==> config.mk <==
export PLATFORM = sky130hd
export DESIGN_NAME = slip_frame_decoder_with_checksum_core_flat
export DESIGN_NICKNAME = d
export VERILOG_FILES = /design/src/rtl/core/slipd_pkg.sv /design/src/rtl/core/slipd_if.sv /design/src/rtl/core/slipd_ram.sv /design/src/rtl/core/slipd_frame.sv /design/src/rtl/core/slip_frame_decoder_with_checksum_core.sv /design/src/flat_wrapper.sv
export SDC_FILE = /design/constraint.sdc
export NUM_CORES = 2
export LEC_CHECK = 0
export BUFFER_PORTS_ARGS = -buffer_cell sky130_fd_sc_hd__clkbuf_2
export CORE_UTILIZATION = 57
export CTS_CLUSTER_DIAMETER = 60
export DETAILED_ROUTE_END_ITERATION = 8
export HOLD_SLACK_MARGIN = 0.02
export PLACE_DENSITY = 0.73
export SLEW_MARGIN = 20
export SYNTH_ARGS = -nofsm -noshare
export SYNTH_HDL_FRONTEND = slang
export SYNTH_SLANG_ARGS = --single-unit
==> constraint.sdc <==
create_clock -name clk -period 18.7 [get_ports clk]
set_input_delay 0.935 -clock clk [delete_from_list [all_inputs] [get_ports clk]]
set_output_delay 0.935 -clock clk [all_outputs]
set_load 0.05 [all_outputs]
==> src/rtl/core/slipd_pkg.sv <==
// Shared constants, codes and types of the SLIP frame decoder.
package slipd_pkg;

  localparam int unsigned BUFFER_BYTES_DEF = 256;
  localparam int unsigned CHECK_BYTES      = 4;
  localparam int unsigned SUM_W            = 24;
  localparam int unsigned LEN_W            = 9;

  localparam logic [7:0] SLIP_END     = 8'hC0;
  localparam logic [7:0] SLIP_ESC     = 8'hDB;
  localparam logic [7:0] SLIP_ESC_END = 8'hDC;
  localparam logic [7:0] SLIP_ESC_ESC = 8'hDD;

  localparam logic MODE_PUSH = 1'b0;
  localparam logic MODE_READ = 1'b1;

  typedef enum logic [1:0] {
    ST_NONE   = 2'd0,
    ST_ACCEPT = 2'd1,
    ST_REJECT = 2'd2
  } frame_status_t;

  typedef struct packed {
    frame_status_t    status;
    logic             ready;
    logic [LEN_W-1:0] length;
    logic             overflow;
    logic             rd_hit;
  } slipd_res_t;

endpackage

==> src/rtl/core/slipd_if.sv <==
// Valid/ready channel interfaces for the decoder's input and result items.
interface slipd_in_if;
  logic       valid;
  logic       ready;
  logic       mode;
  logic [7:0] data_byte;
  logic [7:0] read_index;

  modport source (output valid, mode, data_byte, read_index, input ready);
  modport sink   (input valid, mode, data_byte, read_index, output ready);
endinterface

interface slipd_out_if;
  logic       valid;
  logic       ready;
  logic [1:0] frame_status;
  logic       frame_ready;
  logic [8:0] frame_length;
  logic       overflow_seen;
  logic [7:0] read_value;

  modport source (output valid, frame_status, frame_ready, frame_length, overflow_seen,
                  read_value, input ready);
  modport sink   (input valid, frame_status, frame_ready, frame_length, overflow_seen,
                  read_value, output ready);
endinterface

==> src/rtl/core/slipd_ram.sv <==
// Generic single-write, single-read RAM with a registered read port.
module slipd_ram #(
  parameter int unsigned WIDTH = 8,
  parameter int unsigned DEPTH = 256,
  localparam int unsigned AW   = $clog2(DEPTH)
) (
  input  logic             clk,
  input  logic             we,
  input  logic [AW-1:0]    waddr,
  input  logic [WIDTH-1:0] wdata,
  input  logic             re,
  input  logic [AW-1:0]    raddr,
  output logic [WIDTH-1:0] rdata
);

  logic [WIDTH-1:0] mem [DEPTH];

  always_ff @(posedge clk) begin
    if (we) begin
      mem[waddr] <= wdata;
    end
    if (re) begin
      rdata <= mem[raddr];
    end
  end

endmodule

==> src/rtl/core/slipd_frame.sv <==
// Frame state: unescaping, running sum, checksum test and payload RAM control.
module slipd_frame import slipd_pkg::*; #(
  parameter int unsigned BUFFER_BYTES = BUFFER_BYTES_DEF,
  localparam int unsigned AW  = $clog2(BUFFER_BYTES),
  localparam int unsigned WPW = $clog2(BUFFER_BYTES + 1),
  localparam int unsigned CW  = (WPW > 8) ? WPW : 8
) (
  input  logic          clk,
  input  logic          rst_n,
  input  logic          cfg_wr_en,
  input  logic          cfg_wr_data,
  input  logic          acc,
  input  logic          mode,
  input  logic [7:0]    data_byte,
  input  logic [7:0]    read_index,
  output slipd_res_t    res,
  output logic          mem_we,
  output logic [AW-1:0] mem_waddr,
  output logic [7:0]    mem_wdata,
  output logic          mem_re,
  output logic [AW-1:0] mem_raddr
);

  logic             chk_r;
  logic [WPW-1:0]   wp_r, wp_nxt;
  logic [SUM_W-1:0] sum_r, sum_nxt;
  logic             held_r, held_nxt;
  logic             esc_r, esc_nxt;
  logic [31:0]      last4_r, last4_nxt;

  logic             store;
  logic [7:0]       sbyte;
  logic [9:0]       tail_sum;
  logic [WPW-1:0]   len;
  frame_status_t    status;
  logic             ovf;

  assign tail_sum = 10'(last4_r[7:0]) + 10'(last4_r[15:8])
                  + 10'(last4_r[23:16]) + 10'(last4_r[31:24]);

  always_comb begin
    wp_nxt    = wp_r;
    sum_nxt   = sum_r;
    held_nxt  = held_r;
    esc_nxt   = esc_r;
    last4_nxt = last4_r;
    status    = ST_NONE;
    ovf       = 1'b0;
    store     = 1'b0;
    sbyte     = data_byte;
    mem_waddr = '0;
    if (mode == MODE_PUSH) begin
      // A push after a held frame drops it before the byte is handled.
      if (held_r) begin
        wp_nxt   = '0;
        sum_nxt  = '0;
        held_nxt = 1'b0;
      end
      if (wp_nxt == WPW'(BUFFER_BYTES)) begin
        wp_nxt   = '0;
        sum_nxt  = '0;
        held_nxt = 1'b0;
        ovf      = 1'b1;
      end
      if (esc_r) begin
        // Any escaped byte other than the two known codes is dropped.
        esc_nxt = 1'b0;
        if (data_byte == SLIP_ESC_END) begin
          store = 1'b1;
          sbyte = SLIP_END;
        end else if (data_byte == SLIP_ESC_ESC) begin
          store = 1'b1;
          sbyte = SLIP_ESC;
        end
      end else if (data_byte == SLIP_ESC) begin
        esc_nxt = 1'b1;
      end else if (data_byte == SLIP_END) begin
        if (!chk_r) begin
          held_nxt = 1'b1;
          status   = ST_ACCEPT;
        end else if (wp_nxt < WPW'(CHECK_BYTES)) begin
          wp_nxt   = '0;
          sum_nxt  = '0;
          held_nxt = 1'b0;
          status   = ST_REJECT;
        end else if ({8'd0, sum_nxt - SUM_W'(tail_sum)} == last4_r) begin
          wp_nxt   = wp_nxt - WPW'(CHECK_BYTES);
          held_nxt = 1'b1;
          status   = ST_ACCEPT;
        end else begin
          wp_nxt   = '0;
          sum_nxt  = '0;
          held_nxt = 1'b0;
          status   = ST_REJECT;
        end
      end else begin
        store = 1'b1;
      end
      if (store) begin
        mem_waddr = AW'(wp_nxt);
        wp_nxt    = wp_nxt + WPW'(1);
        sum_nxt   = sum_nxt + SUM_W'(sbyte);
        last4_nxt = {sbyte, last4_r[31:8]};
      end
    end
  end

  // With checking on, an open frame reports its count less the checksum bytes.
  always_comb begin
    if (held_nxt || !chk_r) begin
      len = wp_nxt;
    end else if (wp_nxt >= WPW'(CHECK_BYTES)) begin
      len = wp_nxt - WPW'(CHECK_BYTES);
    end else begin
      len = '0;
    end
  end

  assign mem_we    = acc && (mode == MODE_PUSH) && store;
  assign mem_wdata = sbyte;
  assign mem_re    = acc && (mode == MODE_READ);
  assign mem_raddr = AW'(read_index);

  assign res.status   = status;
  assign res.ready    = held_nxt;
  assign res.length   = LEN_W'(len);
  assign res.overflow = ovf;
  assign res.rd_hit   = (mode == MODE_READ) && (CW'(read_index) < CW'(len));

  always_ff @(posedge clk) begin
    if (!rst_n) begin
      chk_r   <= 1'b1;
      wp_r    <= '0;
      sum_r   <= '0;
      held_r  <= 1'b0;
      esc_r   <= 1'b0;
      last4_r <= '0;
    end else begin
      if (cfg_wr_en) begin
        chk_r <= cfg_wr_data;
      end
      if (acc) begin
        wp_r    <= wp_nxt;
        sum_r   <= sum_nxt;
        held_r  <= held_nxt;
        esc_r   <= esc_nxt;
        last4_r <= last4_nxt;
      end
    end
  end

endmodule

==> src/rtl/core/slip_frame_decoder_with_checksum_core.sv <==
// Top level of the SLIP frame decoder with byte-sum checksum.
//
//  channel  direction  handshake         payload
//  in_ch    input      valid/ready       mode, data_byte, read_index
//  out_ch   output     valid/ready       frame_status, frame_ready, frame_length,
//                                        overflow_seen, read_value
//  cfg_*    input      write enable only checksum_check_on
//
// One item is accepted per cycle while the output does not stall; its result is
// held in the middle stage beside the registered RAM read, then in the output register.
// Frame state updates in the cycle of acceptance, so items can follow back to back.
// Reset is synchronous and active low; it clears control state, not the payload RAM.
// A stalled result holds in the output register while one more item is accepted
// into the middle stage; after that the input stalls until the output is taken.
module slip_frame_decoder_with_checksum_core import slipd_pkg::*; #(
  parameter int unsigned BUFFER_BYTES = BUFFER_BYTES_DEF
) (
  input  logic       clk,
  input  logic       rst_n,
  input  logic       cfg_wr_en,
  input  logic       cfg_wr_data,
  slipd_in_if.sink   in_ch,
  slipd_out_if.source out_ch
);

  localparam int unsigned AW = $clog2(BUFFER_BYTES);

  logic          acc;
  slipd_res_t    res;
  logic          mem_we, mem_re;
  logic [AW-1:0] mem_waddr, mem_raddr;
  logic [7:0]    mem_wdata, mem_rdata;

  logic          s1_v_r;
  slipd_res_t    s1_res_r;
  logic          s1_adv;
  logic          out_v_r;
  slipd_res_t    out_res_r;
  logic [7:0]    out_rd_r;

  assign s1_adv      = s1_v_r && (!out_v_r || out_ch.ready);
  assign in_ch.ready = !s1_v_r || s1_adv;
  assign acc         = in_ch.valid && in_ch.ready;

  slipd_frame #(
    .BUFFER_BYTES(BUFFER_BYTES)
  ) u_frame (
    .clk        (clk),
    .rst_n      (rst_n),
    .cfg_wr_en  (cfg_wr_en),
    .cfg_wr_data(cfg_wr_data),
    .acc        (acc),
    .mode       (in_ch.mode),
    .data_byte  (in_ch.data_byte),
    .read_index (in_ch.read_index),
    .res        (res),
    .mem_we     (mem_we),
    .mem_waddr  (mem_waddr),
    .mem_wdata  (mem_wdata),
    .mem_re     (mem_re),
    .mem_raddr  (mem_raddr)
  );

  slipd_ram #(
    .WIDTH(8),
    .DEPTH(BUFFER_BYTES)
  ) u_ram (
    .clk  (clk),
    .we   (mem_we),
    .waddr(mem_waddr),
    .wdata(mem_wdata),
    .re   (mem_re),
    .raddr(mem_raddr),
    .rdata(mem_rdata)
  );

  always_ff @(posedge clk) begin
    if (!rst_n) begin
      s1_v_r  <= 1'b0;
      out_v_r <= 1'b0;
    end else begin
      if (acc) begin
        s1_v_r <= 1'b1;
      end else if (s1_adv) begin
        s1_v_r <= 1'b0;
      end
      if (s1_adv) begin
        out_v_r <= 1'b1;
      end else if (out_ch.ready) begin
        out_v_r <= 1'b0;
      end
    end
  end

  // The RAM read register only reloads on a read item, so it holds while stalled.
  always_ff @(posedge clk) begin
    if (acc) begin
      s1_res_r <= res;
    end
    if (s1_adv) begin
      out_res_r <= s1_res_r;
      out_rd_r  <= s1_res_r.rd_hit ? mem_rdata : 8'd0;
    end
  end

  assign out_ch.valid         = out_v_r;
  assign out_ch.frame_status  = out_res_r.status;
  assign out_ch.frame_ready   = out_res_r.ready;
  assign out_ch.frame_length  = out_res_r.length;
  assign out_ch.overflow_seen = out_res_r.overflow;
  assign out_ch.read_value    = out_rd_r;

`ifndef SYNTHESIS
  a_accept_holds: assert property (@(posedge clk) disable iff (!rst_n)
    out_ch.valid && (out_ch.frame_status == ST_ACCEPT) |-> out_ch.frame_ready)
    else $error("accepted frame not reported as held");

  a_reject_clears: assert property (@(posedge clk) disable iff (!rst_n)
    out_ch.valid && (out_ch.frame_status == ST_REJECT)
      |-> !out_ch.frame_ready && (out_ch.frame_length == 9'd0))
    else $error("rejected frame left state behind");

  a_mid_stage_kept: assert property (@(posedge clk) disable iff (!rst_n)
    s1_v_r && !s1_adv |=> s1_v_r)
    else $error("middle stage item lost while stalled");

  a_read_no_status: assert property (@(posedge clk) disable iff (!rst_n)
    out_ch.valid && out_res_r.rd_hit
      |-> (out_ch.frame_status == ST_NONE) && !out_ch.overflow_seen)
    else $error("read item reported frame activity");
`endif

endmodule
==> src/flat_wrapper.sv <==
// flat-port wrapper written by rule: the top's interface ports become plain ports
module slip_frame_decoder_with_checksum_core_flat import slipd_pkg::*;
#(
  parameter int unsigned BUFFER_BYTES = BUFFER_BYTES_DEF
)
  (clk, rst_n, cfg_wr_en, cfg_wr_data, in_ch_valid, in_ch_mode, in_ch_data_byte, in_ch_read_index, in_ch_ready, out_ch_valid, out_ch_frame_status, out_ch_frame_ready, out_ch_frame_length, out_ch_overflow_seen, out_ch_read_value, out_ch_ready);
  slipd_in_if in_ch_i ();
  slipd_out_if out_ch_i ();
  input  logic clk;
  input  logic rst_n;
  input  logic cfg_wr_en;
  input  logic cfg_wr_data;
  input wire logic [$bits(in_ch_i.valid)-1:0] in_ch_valid;
  input wire logic [$bits(in_ch_i.mode)-1:0] in_ch_mode;
  input wire logic [$bits(in_ch_i.data_byte)-1:0] in_ch_data_byte;
  input wire logic [$bits(in_ch_i.read_index)-1:0] in_ch_read_index;
  output wire logic [$bits(in_ch_i.ready)-1:0] in_ch_ready;
  output wire logic [$bits(out_ch_i.valid)-1:0] out_ch_valid;
  output wire logic [$bits(out_ch_i.frame_status)-1:0] out_ch_frame_status;
  output wire logic [$bits(out_ch_i.frame_ready)-1:0] out_ch_frame_ready;
  output wire logic [$bits(out_ch_i.frame_length)-1:0] out_ch_frame_length;
  output wire logic [$bits(out_ch_i.overflow_seen)-1:0] out_ch_overflow_seen;
  output wire logic [$bits(out_ch_i.read_value)-1:0] out_ch_read_value;
  input wire logic [$bits(out_ch_i.ready)-1:0] out_ch_ready;
  assign in_ch_i.valid = in_ch_valid;
  assign in_ch_i.mode = in_ch_mode;
  assign in_ch_i.data_byte = in_ch_data_byte;
  assign in_ch_i.read_index = in_ch_read_index;
  assign in_ch_ready = in_ch_i.ready;
  assign out_ch_valid = out_ch_i.valid;
  assign out_ch_frame_status = out_ch_i.frame_status;
  assign out_ch_frame_ready = out_ch_i.frame_ready;
  assign out_ch_frame_length = out_ch_i.frame_length;
  assign out_ch_overflow_seen = out_ch_i.overflow_seen;
  assign out_ch_read_value = out_ch_i.read_value;
  assign out_ch_i.ready = out_ch_ready;
  slip_frame_decoder_with_checksum_core #(.BUFFER_BYTES(BUFFER_BYTES)) u_core (.clk(clk), .rst_n(rst_n), .cfg_wr_en(cfg_wr_en), .cfg_wr_data(cfg_wr_data), .in_ch(in_ch_i), .out_ch(out_ch_i));
endmodule
==> Yosys cells after proc, flatten, opt, wreduce, memory -nomap -nowiden <==
Memories as Yosys holds them, arrays and structs flattened. A register that Yosys moved wholly into a read port is not among the register bits.
Cells that the tools add are included.
{ "word_totals": {"ff_bits": 105, "mem_bits_rw": 2048, "inputBits": 23, "out_inout_bits": 23, "elab_cells": 117, "memories": 1} }
{ "mem_list": {"columns": ["memory", "depth", "word_bits", "read_ports", "rd_clocked_by_memory_dff", "write_ports", "line", "text"], "rows": [
  ["u_core.u_ram.mem", 256, 8, 1, 1, 1, "slipd_ram.sv:16", "logic [WIDTH-1:0] mem [DEPTH];"]
]} }
{ "op_classes": {"n_addsub": 8, "magnitude_cmp": 3, "n_eq_ne": 6, "muxes": 59, "bitwise": 3, "n_reduce_logical": 18} }
{ "op_table": {"columns": ["op", "n"], "rows": [
  ["$mux 24", 11],
  ["$mux 9", 15],
  ["$mux 8", 7],
  ["$eq 24x32->1", 1],
  ["$eq 8x8->1 const B", 4],
  ["$add 24x8->24", 1],
  ["$mux 1", 24],
  ["$sub 24x10->24", 1],
  ["$add 10x8->10", 2],
  ["$sub 9x3->9 const B", 2],
  ["$add 8x8->9", 1],
  ["$add 9x1->9 const B", 1],
  ["$eq 9x9->1 const B", 1],
  ["$ge 9x3->1 const B", 1],
  ["$lt 8x9->1", 1],
  ["$lt 9x3->1 const B", 1],
  ["$logic_and 1x1->1", 6],
  ["$reduce_or 5->1", 1],
  ["$mux 2", 2],
  ["$reduce_bool 2->1", 2],
  ["$reduce_or 4->1", 1],
  ["$logic_not 1->1", 3],
  ["$logic_or 1x1->1", 3],
  ["$not 1->1", 3],
  ["other kinds (2)", 2]
]} }

==> Longest topological paths before layout <==
{ "logic_depth": {"word_depth": 22, "ltp_mapped": 46, "ltp_nobuf": 44} }

==> Cells and area by module <==
Synthesis repeated with hierarchy kept, for this count alone.
{ "unflattened": {"cells_unflattened": 4794, "area_unflattened_um2": 87993.1} }
{ "by_module_without_submodules": {"columns": ["mod", "n_inst", "cells_each", "area_per_inst_um2", "seq_area_each_um2"], "rows": [
  ["slipd_ram", 1, 3733, 79636.4, 61739.2],
  ["slipd_frame", 1, 1009, 7161.9, 1361.3],
  ["slip_frame_decoder_with_checksum_core", 1, 52, 1194.9, 1091.0]
]} }

==> Least setup slack after synthesis <==
Ideal clock, no wire load.
{ "synth_timing": {"kind": "input to register", "startpoint": "input in_ch_mode", "endpoint": "memory u_core.u_ram.mem[0][3] (data pin)", "setup_ns": 2.280, "arrival_ns": 12.000, "t_required_ns": 16.420, "path_slack_ns": 4.420, "path_stages": 4, "n_path_buf": 2, "path_cell_list": "clkbuf_1 > clkbuf_1 > nor2_1 > a21boi_0"} }
{ "synth_via": {"elab_chain_len": 1} }
{ "synth_lines": {"columns": ["item", "line", "text"], "rows": [
  ["start: declaration", "flat_wrapper.sv:14", "input wire logic [$bits(in_ch_i.mode)-1:0] in_ch_mode;"],
  ["$mux 8", "slipd_frame.sv:52", "if (mode == MODE_PUSH) begin"],
  ["net u_core.mem_wdata[3]", "slip_frame_decoder_with_checksum_core.sv:32", "logic [7:0] mem_wdata, mem_rdata;"],
  ["end: declaration", "slipd_ram.sv:16", null]
]} }
The timed path passes the listed nets, and every way through them passes these cells.

==> results by group <==
Route
  – Antenna viol nets, final: 0
  – Iteration-0 DRC Markers: 5261
  – Via density: between 6 and 7
  – Final wirelength: 199 mm
  – Drt first pass iters: 7
  – DRC: 0
  – Wirelength per Cell: 30.3 um
  – Via Count: 43076

Logic synthesis
  – Yosys warning total: 0
  – Cells after synthesis: between 4000 and 5000
  – Mean post-synth cell area: roughly 20 um^2
  – Post-synth EDFFs: 2091
  – Post-Syn Area: around 87000 um^2
  – Post-synthesis sequential area ratio: around three quarters
  – Post-synth top flop: edfxtp_1
  – Netlist cell types: 86
  – Syn_nets: around 4400
  – Ys async rst share: 0%
  – FF+latch count, synth: 2161

Clock tree
  – Clock buffer depth: 3
  – Post-CTS resize count: 0
  – CTS H-Tree Depth: 4
  – CTS sink count: between 2000 and 2500
  – Worst-Skew Late Latency: 0.85 ns
  – Root Buffer: clkbuf_16
  – Clock-pin slew on the worst setup and hold paths: around 0.060 ns
  – Num CTS Buffers: around 200
  – Setup Buffers After CTS: 0
  – TritonCTS clock tree: built
  – Hold_buf cts: 0

Finish
  – Commonest non-fill, non-tap cell in the layout: edfxtp_1
  – Final core occ: around 63%
  – Area Overhead vs Synth: 10.3%
  – Fill cells: 9989
  – Final nets: approximately 4400
  – Share of layout cells above drive strength 1: about a quarter
  – Most frequent cells in the layout: 2091 x edfxtp_1, 680 x mux4_2, 334 x nor2_1, 210 x clkbuf_16, 139 x nand2_1

Floorplanning
  – IO Pins: 46
  – Core ar.: ~150000 um^2
  – Die footprint: ~150000 um^2
  – Initial Util: a little under three fifths
  – Die W: 394 um
  – Die height: between 300 and 400 um
  – Num rows: about 140

Setup path
  – CP Max Fanout: 26
  – Cell mode on critical path: ha_1
  – Critical path type: flop to flop
  – Worst path max stage delay: approximately 0.52 ns
  – CP startpoint kind: flop
  – CP top delay family: compound AO/OA/AOI/OAI gates
  – Reg2Reg Setup Slack: slightly above 8 ns
  – Slowest stage cell, crit path: fa_1
  – Worst EP arrival: between 10 and 15 ns
  – CP Capture Type: flop
  – Buffers & Inverters on Critical Path: 6
  – Worst EP required: ~19 ns

Place
  – PortBufs: 45
  – Placer congestion estimate: approximately 0.88
  – Place WS: ~8.3 ns
  – Dpl hpwl: ~120 mm

Power and ir drop
  – P per Cell Area: 103 nW/um^2
  – Clk network pwr share: 40.6%
  – Pleak: between 0.02 and 0.03 uW
  – Total power: around 10000 uW
  – Switching pwr: between 2000 and 2500 uW
  – Internal power: between 7000 and 8000 uW
  – Flop pwr share: 53.4%
  – Comb pwr share: 6.0%
  – Worst VDD drop: approximately 0.11 mV
  – Switching Fraction: between 20% and 30%

Flow run
  – Max Cap Viol: 0

Timing
  – Setup WS post-layout: roughly 8 ns
  – RSZ-0062 raised after global routing: false
  – Slew Viols, Final: 0
  – Final Setup Violations: 0
  – Setup Skew: approximately 0.023 ns
  – Fmax: around 94 MHz
  – Final Cycle Share: between 50 and 60%
  – Tmin final: 10.59 ns
  – Fin. Hold Viols: 0
  – Slew @ Worst Pin: approximately 1.1 ns
  – Relative slew slack: 23.8%
  – TNS Setup: 0 ns

Status
  – Status: completed

Global route
  – First-pass GRT wire length: between 200 and 300 mm
  – GRT Total Usage: roughly a quarter
  – Gr ovfl total: 0
  – Vias in the first global route: ~42000
  – Initial antenna violation count: 8
  – Pin count of the biggest net entering global routing: between 150 and 200

Min path
  – Worst Hold Class: primary input to flop
[Yosys cell counts, types with 24 or more instances]
master / count / area share [%]
mux4_2: 680 / 18
and2_1: 32 / 0.23
nor2_1: 335 / 1.4
clkbuf_1: 149 / 0.64
edfxtp_1: 2091 / 72
buf_1: 74 / 0.32
xnor2_1: 43 / 0.43
ha_1: 44 / 0.63
dfxtp_1: 70 / 1.6
nor3_1: 35 / 0.20
a21oi_1: 94 / 0.54
nand3_1: 38 / 0.22
nand2_1: 139 / 0.60
o21ai_0: 42 / 0.24
buf_2: 24 / 0.14
inv_1: 75 / 0.32
[registers in the layout, indices dropped and copies added (netlist names)]
signal / flops
u_core.out_ch.frame_length: 9
u_core.out_ch.frame_ready: 1
u_core.out_ch.frame_status: 2
u_core.out_ch.overflow_seen: 1
u_core.out_ch.read_value: 8
u_core.out_ch.valid: 1
u_core.s1_res_r: 14
u_core.s1_v_r: 1
u_core.u_frame.chk_r: 1
u_core.u_frame.esc_r: 1
u_core.u_frame.held_r: 1
u_core.u_frame.last4_r: 32
u_core.u_frame.sum_r: 24
u_core.u_frame.wp_r: 9
u_core.u_ram.mem: 2048
u_core.u_ram.rdata: 8
[cells by family after synthesis]
kind of cell	synth area share, %
muxes	17.6
DFF	73.4
AOI/OAI and AO/OA	2.22
xor gates and xnor gates	0.581
and+or+nand+nor	3.77
adders and majority gates	0.904
buffers and inverters	1.48
[metal layers]
layer / wire length (um) / global-route usage (%)
met3: 20000 / 5.52
met1: 78900 / 38.4
met4: 4980 / 6.98
met5: 47 / 0
met2: 94800 / 39.7
[final cells by class]
type	count	area (um^2)	share of cell area [%]
Clock inverter	120	1030	1.06
Multi-Input combinational cell	1790	22000	22.8
Inverter	80	308	0.319
Sequential cell	2161	64200	66.6
Antenna cell	2	5.00	0.00519
Clock buffer	263	5510	5.72
Tap cell	2030	2540	2.63
Timing Repair Buffer	102	816	0.846
[worst register-to-register path, delay by kind of cell (launching register included)]
| family | cells | cell delay (ns) |
|---|---|---|
| compound gates | 17 | 3.58 |
| simple gates | 9 | 2.26 |
| fa+ha+maj | 7 | 2.17 |
| xor+xnor | 4 | 0.86 |
| buf+inv | 6 | 0.81 |
| flops | 1 | 0.45 |
| mux | 1 | 0.31 |
[path summary, 6_finish.rpt]
path	start	endpoint	depth (start not counted)
setup / recovery	u_core.u_frame.last4_r[8]	u_core.s1_res_r[0]	44
hold / removal	cfg_wr_data	u_core.u_frame.chk_r	3
setup reg to reg	u_core.u_frame.last4_r[8]	u_core.s1_res_r[0]	44
hold reg to reg	u_core.s1_res_r[2]	u_core.out_ch.frame_length[0]	0
[power by group through the flow]
stage,Combinational [uW],Clock (uW),Sequential [uW]
after floorplan,388,0,5460
after global placement,591,0,5430
after detailed placement,598,0,5430
after CTS,600,4090,5330
after global routing,634,4260,5330
final,601,4040,5330
[per-stage QoR]
step                      instances  hold WS [ns]  cell area [um^2]
after floorplan                4282         0.400             87400
after global placement         6162         0.405             89800
after detailed placement       6162         0.405             89800
after CTS                      6545         0.268             96400
after global routing           6546         0.328             96400
final                          6548         0.319             96400
No activity file was read; power rests on OpenSTA's default activity.
